===== config.mk =====
export PLATFORM = sky130hd
export DESIGN_NAME = tagc_ctrl
export DESIGN_NICKNAME = d
export VERILOG_FILES = /design/src/rtl/core/tagc_pkg.sv /design/src/rtl/core/tagc_ctrl.sv
export VERILOG_INCLUDE_DIRS = /design/src /design/src/rtl/core
export SDC_FILE = /design/constraint.sdc
export NUM_CORES = 1
export LEC_CHECK = 0
export BUFFER_PORTS_ARGS = -buffer_cell sky130_fd_sc_hd__buf_2
export CAP_MARGIN = 20
export CORE_MARGIN = 1
export CORE_UTILIZATION = 47
export DETAILED_ROUTE_END_ITERATION = 6
export PLACE_DENSITY_LB_ADDON = 0.3
export REMOVE_ABC_BUFFERS = 1
export SLEW_MARGIN = 25
export SYNTH_ARGS = -nofsm -noshare
export SYNTH_HDL_FRONTEND = slang
export SYNTH_SLANG_ARGS = --single-unit

===== constraint.sdc =====
create_clock -name i_clk -period 1.4 [get_ports i_clk]
set_input_delay 0.28 -clock i_clk [delete_from_list [all_inputs] [get_ports i_clk]]
set_output_delay 0.28 -clock i_clk [all_outputs]
set_load 0.05 [all_outputs]

===== src/rtl/core/time_advance_grant_coordinator_top_macros.svh =====
// Assertion macros shared by the time advance grant coordinator modules.
// No dependencies; included by the controller and the datapath.
`ifndef TIME_ADVANCE_GRANT_COORDINATOR_TOP_MACROS_SVH
`define TIME_ADVANCE_GRANT_COORDINATOR_TOP_MACROS_SVH

// A condition that must hold at every clock edge out of reset.
`define TAGC_ASSERT_HOLDS(label, clk, rst_n, prop, msg) \
    label: assert property (@(posedge clk) disable iff (!rst_n) (prop)) else $error(msg);

// A consequence that must hold in the same cycle as its antecedent.
`define TAGC_ASSERT_IMPL(label, clk, rst_n, ante, cons, msg) \
    label: assert property (@(posedge clk) disable iff (!rst_n) (ante) |-> (cons)) else $error(msg);

// A consequence that must hold in the cycle after its antecedent.
`define TAGC_ASSERT_NEXT(label, clk, rst_n, ante, cons, msg) \
    label: assert property (@(posedge clk) disable iff (!rst_n) (ante) |=> (cons)) else $error(msg);

`endif


===== src/rtl/core/tagc_pkg.sv =====
// Shared types, constants and time arithmetic of the grant coordinator.
// No dependencies; imported by every module of the block.
`timescale 1ns / 1ps

package tagc_pkg;

    localparam int NumParticipantsDefault = 8;
    localparam int MaxLinksDefault        = 8;
    localparam int ResultCap              = 8;
    localparam int NresWidth              = $clog2(ResultCap + 1);

    localparam logic signed [63:0] TimeNever = {1'b1, 63'd0};
    localparam logic signed [63:0] TimeMax   = {1'b0, {63{1'b1}}};

    typedef enum logic [2:0] {
        CMD_SET_UP    = 3'd0,
        CMD_SET_DOWN  = 3'd1,
        CMD_STARTED   = 3'd2,
        CMD_NEXT      = 3'd3,
        CMD_COMPLETED = 3'd4,
        CMD_RESIGN    = 3'd5,
        CMD_STOP      = 3'd6
    } t_command;

    localparam logic KindGrant = 1'b0;
    localparam logic KindStop  = 1'b1;

    typedef enum logic [4:0] {
        OP_IDLE,
        OP_DECODE,
        OP_DS_READ,
        OP_DS_WAIT,
        OP_EX_START,
        OP_EX_READ,
        OP_EX_WAIT,
        OP_EX_CMP,
        OP_CALL,
        OP_RETURN,
        OP_WK_MERGE,
        OP_WK_READ,
        OP_WK_WAIT,
        OP_WK_DONE,
        OP_WK_POP,
        OP_EX_UPNEXT,
        OP_EX_UPCMP,
        OP_EX_END,
        OP_ST_LOOP,
        OP_EMIT,
        OP_FINISH
    } t_dp_op;

    typedef enum logic [4:0] {
        S_IDLE,
        S_DECODE,
        S_DS_READ,
        S_DS_WAIT,
        S_EX_START,
        S_EX_READ,
        S_EX_WAIT,
        S_EX_CMP,
        S_CALL,
        S_RETURN,
        S_WK_MERGE,
        S_WK_READ,
        S_WK_WAIT,
        S_WK_DONE,
        S_WK_POP,
        S_EX_UPNEXT,
        S_EX_UPCMP,
        S_EX_END,
        S_ST_LOOP,
        S_EMIT,
        S_FINISH
    } t_ctl_state;

    typedef struct packed {
        logic [2:0] cmd;
        logic       p_ok;
        logic       cond;
        logic       cond2;
        logic       hold_valid;
    } t_dp_status;

    // Adds a non-negative delay; never stays never, overflow saturates.
    function automatic logic signed [63:0] f_add_delay(input logic signed [63:0] t,
                                                       input logic [62:0] d);
        logic [64:0] sum;
        sum = {t[63], t} + {2'b00, d};
        if (t == TimeNever) begin
            return TimeNever;
        end else if (sum[64:63] == 2'b01) begin
            return TimeMax;
        end else begin
            return sum[63:0];
        end
    endfunction

    function automatic logic signed [63:0] f_min(input logic signed [63:0] a,
                                                 input logic signed [63:0] b);
        return (a < b) ? a : b;
    endfunction

endpackage


===== src/rtl/core/tagc_ctrl.sv =====
// Sequencer of the grant coordinator: one state per datapath step.
// Depends on tagc_pkg and the assertion macro header.
`timescale 1ns / 1ps
`include "time_advance_grant_coordinator_top_macros.svh"

module tagc_ctrl (
    input  logic                i_clk,
    input  logic                i_rst_n,
    input  logic                i_in_valid,
    input  tagc_pkg::t_dp_status i_st,
    output tagc_pkg::t_dp_op    o_op,
    output logic                o_in_stall
);
    import tagc_pkg::*;

    t_ctl_state r_state, n_state;

    always_ff @(posedge i_clk) begin
        if (!i_rst_n) begin
            r_state <= S_IDLE;
        end else begin
            r_state <= n_state;
        end
    end

    always_comb begin
        n_state    = r_state;
        o_op       = OP_IDLE;
        o_in_stall = 1'b1;
        unique case (r_state)
            S_IDLE: begin
                o_op       = OP_IDLE;
                o_in_stall = 1'b0;
                if (i_in_valid) n_state = S_DECODE;
            end
            S_DECODE: begin
                o_op    = OP_DECODE;
                n_state = S_IDLE;
                if (i_st.p_ok) begin
                    case (i_st.cmd)
                        CMD_NEXT:      if (i_st.cond && i_st.cond2) n_state = S_EX_START;
                        CMD_COMPLETED: if (i_st.cond) n_state = S_DS_READ;
                        CMD_STOP:      if (i_st.cond) n_state = S_ST_LOOP;
                        default:       n_state = S_IDLE;
                    endcase
                end
            end
            S_DS_READ: begin
                o_op    = OP_DS_READ;
                n_state = i_st.cond ? S_DS_WAIT : S_FINISH;
            end
            S_DS_WAIT: begin
                o_op    = OP_DS_WAIT;
                n_state = i_st.cond ? S_EX_START : S_DS_READ;
            end
            S_EX_START: begin
                o_op    = OP_EX_START;
                n_state = S_EX_READ;
            end
            S_EX_READ: begin
                o_op    = OP_EX_READ;
                n_state = i_st.cond ? S_EX_WAIT : S_EX_END;
            end
            S_EX_WAIT: begin
                o_op    = OP_EX_WAIT;
                n_state = i_st.cond ? S_EX_CMP : S_EX_READ;
            end
            S_EX_CMP: begin
                o_op    = OP_EX_CMP;
                n_state = i_st.cond ? S_CALL : S_EX_READ;
            end
            S_CALL: begin
                o_op    = OP_CALL;
                n_state = i_st.cond ? S_WK_READ : S_RETURN;
            end
            S_RETURN: begin
                o_op    = OP_RETURN;
                n_state = i_st.cond ? S_EX_UPNEXT : S_WK_MERGE;
            end
            S_WK_MERGE: begin
                o_op    = OP_WK_MERGE;
                n_state = S_WK_READ;
            end
            S_WK_READ: begin
                o_op    = OP_WK_READ;
                n_state = i_st.cond ? S_WK_WAIT : S_WK_DONE;
            end
            S_WK_WAIT: begin
                o_op    = OP_WK_WAIT;
                n_state = i_st.cond ? S_CALL : S_WK_READ;
            end
            S_WK_DONE: begin
                o_op    = OP_WK_DONE;
                n_state = i_st.cond ? S_WK_POP : S_RETURN;
            end
            S_WK_POP: begin
                o_op    = OP_WK_POP;
                n_state = S_RETURN;
            end
            S_EX_UPNEXT: begin
                o_op    = OP_EX_UPNEXT;
                n_state = S_EX_UPCMP;
            end
            S_EX_UPCMP: begin
                o_op    = OP_EX_UPCMP;
                n_state = S_EX_READ;
            end
            S_EX_END: begin
                o_op = OP_EX_END;
                if (i_st.cond) begin
                    n_state = S_EMIT;
                end else begin
                    n_state = (i_st.cmd == CMD_COMPLETED) ? S_DS_READ : S_FINISH;
                end
            end
            S_ST_LOOP: begin
                o_op = OP_ST_LOOP;
                if (!i_st.cond) begin
                    n_state = S_FINISH;
                end else if (i_st.cond2) begin
                    n_state = S_EMIT;
                end
            end
            S_EMIT: begin
                o_op = OP_EMIT;
                if (i_st.cond) begin
                    if (i_st.cmd == CMD_STOP) begin
                        n_state = S_ST_LOOP;
                    end else if (i_st.cmd == CMD_COMPLETED) begin
                        n_state = S_DS_READ;
                    end else begin
                        n_state = S_FINISH;
                    end
                end
            end
            S_FINISH: begin
                o_op = OP_FINISH;
                if (i_st.cond) n_state = S_IDLE;
            end
            default: n_state = S_IDLE;
        endcase
    end

    `TAGC_ASSERT_IMPL(a_idle_hold_empty, i_clk, i_rst_n, r_state == S_IDLE, !i_st.hold_valid, "result left behind at idle")
    `TAGC_ASSERT_NEXT(a_accept_decodes, i_clk, i_rst_n, r_state == S_IDLE && i_in_valid, r_state == S_DECODE, "accepted beat not decoded")
    `TAGC_ASSERT_IMPL(a_decode_after_idle, i_clk, i_rst_n, r_state == S_DECODE, $past(r_state) == S_IDLE, "decode without accept")

endmodule


==> results.json <==
{
  "core_um2": 1366,
  "crit_buf_inv": 1,
  "ys.warnings.count": 0,
  "synth_area_leader_cell": "dfxtp_1",
  "synth_area_per_cell_um2": 6.973,
  "use_met3_pct": 6.522,
  "grt_pass1_vias": 893,
  "slowest_delay_ps": 570,
  "drive_above_1_share_pct": 57.72,
  "initial_core_util_pct": 52.56,
  "path_clk_slew_ps": 70,
  "grt_pass1_wl_mm": 3.905,
  "htree_levels": 1,
  "tns_ps": -2566,
  "dp_hpwl_mm": 1.853,
  "busiest_layer": "met2",
  "synth_area_leaders": "dfxtp_1 14%, nand2b_1 6.1%, a21oi_1 5.6%, nand2_1 5.2%, buf_2 4.9%",
  "intPower_uw": 388.6,
  "mostFrequentLayoutCell": "buf_4",
  "required_ps": 1560,
  "wirelength_mm": 3.888,
  "setup-violations-final": 11,
  "p_sw_share_pct": 40.27,
  "cts_max_path_buffers": 2,
  "p_comb_share_pct": 45.2,
  "crit_path_end_kind": "register",
  "antenna-diode-count": 0,
  "hold_violations": 0,
  "fp-row-count": 13,
  "worstPathArrival_ps": 1930,
  "first_iter_violations": 100,
  "clock_skew_ps": 17.01,
  "synth_area_um2": 718.2,
  "mostFrequentLayoutCells": "32 x buf_4, 9 x buf_6, 8 x nand2_1, 8 x buf_2, 7 x a21oi_1",
  "fin_nets": 160,
  "p_leak_uw": 0.0005437,
  "relSlewSlack_pct": 71.10,
  "critPathKind": "reg -> reg",
  "p_sw_uw": 262.0,
  "syn_to_final_growth_pct": 76.31,
  "netlist.area_leader.share_pct": 13.94,
  "via_per_inst": 7.360,
  "fmax_mhz": 565.2,
  "drtAntennaViolNets": 0,
  "io_buffers": 14,
  "antenna_found_initial": 0,
  "routabilityCongestion": 0.8473,
  "io_pins": 16,
  "ys_ff_latch": 5,
  "die_h_um": 41.09,
  "cts_made_buffers": 3,
  "syn-instance-count": 103,
  "maxSlewViolCount": 0,
  "cp_top_family": "simple AND/OR/NAND/NOR gates",
  "fin_crit_ps": 1769,
  "via_count": 1207,
  "cts_tree": "yes",
  "grt.total_usage_pct": 36.04,
  "cts.sinks": 5,
  "overflow": 0,
  "largest_reg_flops": 5,
  "worst_slack_ps": -369.3,
  "vdd_drop_max_mv": 0.3911,
  "cap_violations": 0,
  "root_buffer": "clkbuf_4",
  "startpoint_type": "register",
  "largest_register": "r_state",
  "insertion_delay_ps": 270,
  "seq_area_frac_synth_pct": 13.94,
  "cp_max_fo": 7,
  "regToRegSetupSlack_ps": -370,
  "dr.pass1.iters": 5,
  "die_w_um": 41.09,
  "gr-usage-met2_pct": 62.50,
  "p_seq_share_pct": 24.0,
  "wire_per_inst_um": 23.71,
  "grt_use_met1_pct": 42.77,
  "place_ws_ps": -355.6,
  "rsz0062_at_grt": "true",
  "power_density_nw_per_um2": 513.8,
  "die_area_um2": 1688,
  "ys_types": 42,
  "outcome": "finished, violations left",
  "power_frac_clock_pct": 30.8,
  "hp-class": "in -> reg",
  "final_cells": 164,
  "grt_max_degree": 12,
  "cp_slowest_cell": "or4b_1",
  "worstMarginPinSlew_ps": 432.6,
  "violations": "negative setup slack",
  "cp_cell_sequence": "buf_6, nand2b_4, or4b_1, and3_1, a32oi_2",
  "placedCellCount": 155,
  "period_share_pct": 126.4,
  "reg.largest.list": "r_state (5)",
  "drc": 0
}
## synthesized netlist by cell type, drive strengths merged
cell / instances
a21oi: 8
or2: 4
nor2b: 3
or4b: 1
a211oi: 2
dfxtp: 5
a311o: 1
clkbuf: 2
mux2i: 1
inv: 2
o31ai: 1
nand2b: 7
buf: 9
nor3b: 3
o32a: 2
and2: 4
o21a: 1
nor2: 6
a31oi: 2
o21ai: 4
o2111a: 1
a21bo: 1
nand4: 2
nand2: 10
nor3: 3
nand4b: 1
o221a: 1
a21o: 1
or3: 1
nand3: 6
a2111oi: 2
and3: 1
o2bb2ai: 2
a32oi: 1
or3b: 2
## metrics by stage
stage	power (uW)	area [um^2]	util, %	hold WS (ps)
5_1_grt	666.3	1266	92.67	348.3
4_1_cts	579.7	1189	87.00	342.8
2_1_floorplan	266.3	656.9	-	446.6
6_report	650.6	1266	92.67	330.5
3_5_place_dp	370.2	1013	74.18	603.3
3_3_place_gp	366.3	1013	74.18	601.3
## routing by layer
metal  routed length [um]  part of all wire (%)  vias to the layer above
met5                    0                     0                        -
li1                     -                     -                      475
met3                  461                    12                       47
met4                  324                   8.3                        0
met1                 1327                    34                      552
met2                 1773                    46                      133
## what timing repair did
item	4_1_cts	5_1_grt
pin swaps	16	11
setup endpoints to repair	11	11
hold buffers	0	0
gates resized for setup	42	13
buffers inserted	3	3
## layout make-up
type                    count  area, um^2
clock buffers               4       26.28
fillers                    52       100.1
inverters                   2       7.507
multi-input cells          85       650.6
flip-flops and latches      5       116.4
well taps                  15       18.77
repair buffers             53       446.7
## logic make-up (layout without fill, tap and decap cells)
group                  count (synthesis)  after routing  synth area share, %
AO/OA/AOI/OAI                         30             30                31.19
AND/OR/NAND/NOR                       54             54                43.91
buffers and inverters                 13             59                9.582
multiplexers                           1              1                1.394
flip-flops                             5              5                13.94
## worst register-to-register path: cells and delay by family (launching register included)
kind            cells  cell delay (ps)
compound gates      1              220
simple gates        3              930
buf+inv             1              140
flops               1              370
## path summary, 6_finish.rpt
| check | cells past startpoint | from | end |
|---|---|---|---|
| setup reg to reg | 5 | r_state[3]$_SDFFE_PN0P_ | r_state[2]$_SDFFE_PN0P_ |
| setup / recovery | 5 | r_state[3]$_SDFFE_PN0P_ | r_state[2]$_SDFFE_PN0P_ |
| hold reg to reg | 2 | r_state[1]$_SDFFE_PN0P_ | r_state[1]$_SDFFE_PN0P_ |
| hold / removal | 2 | i_rst_n | r_state[3]$_SDFFE_PN0P_ |
## power by group through the flow
| stage | Sequential [uW] | Clock, uW | Combinational, uW |
|---|---|---|---|
| 6_report | 156 | 201 | 294 |
| 3_3_place_gp | 159 | 0 | 207 |
| 4_1_cts | 153 | 173 | 254 |
| 3_5_place_dp | 158 | 0 | 212 |
| 5_1_grt | 155 | 205 | 306 |
| 2_1_floorplan | 168 | 0 | 98.5 |
Note: power is estimated with default switching activity, not from simulation.
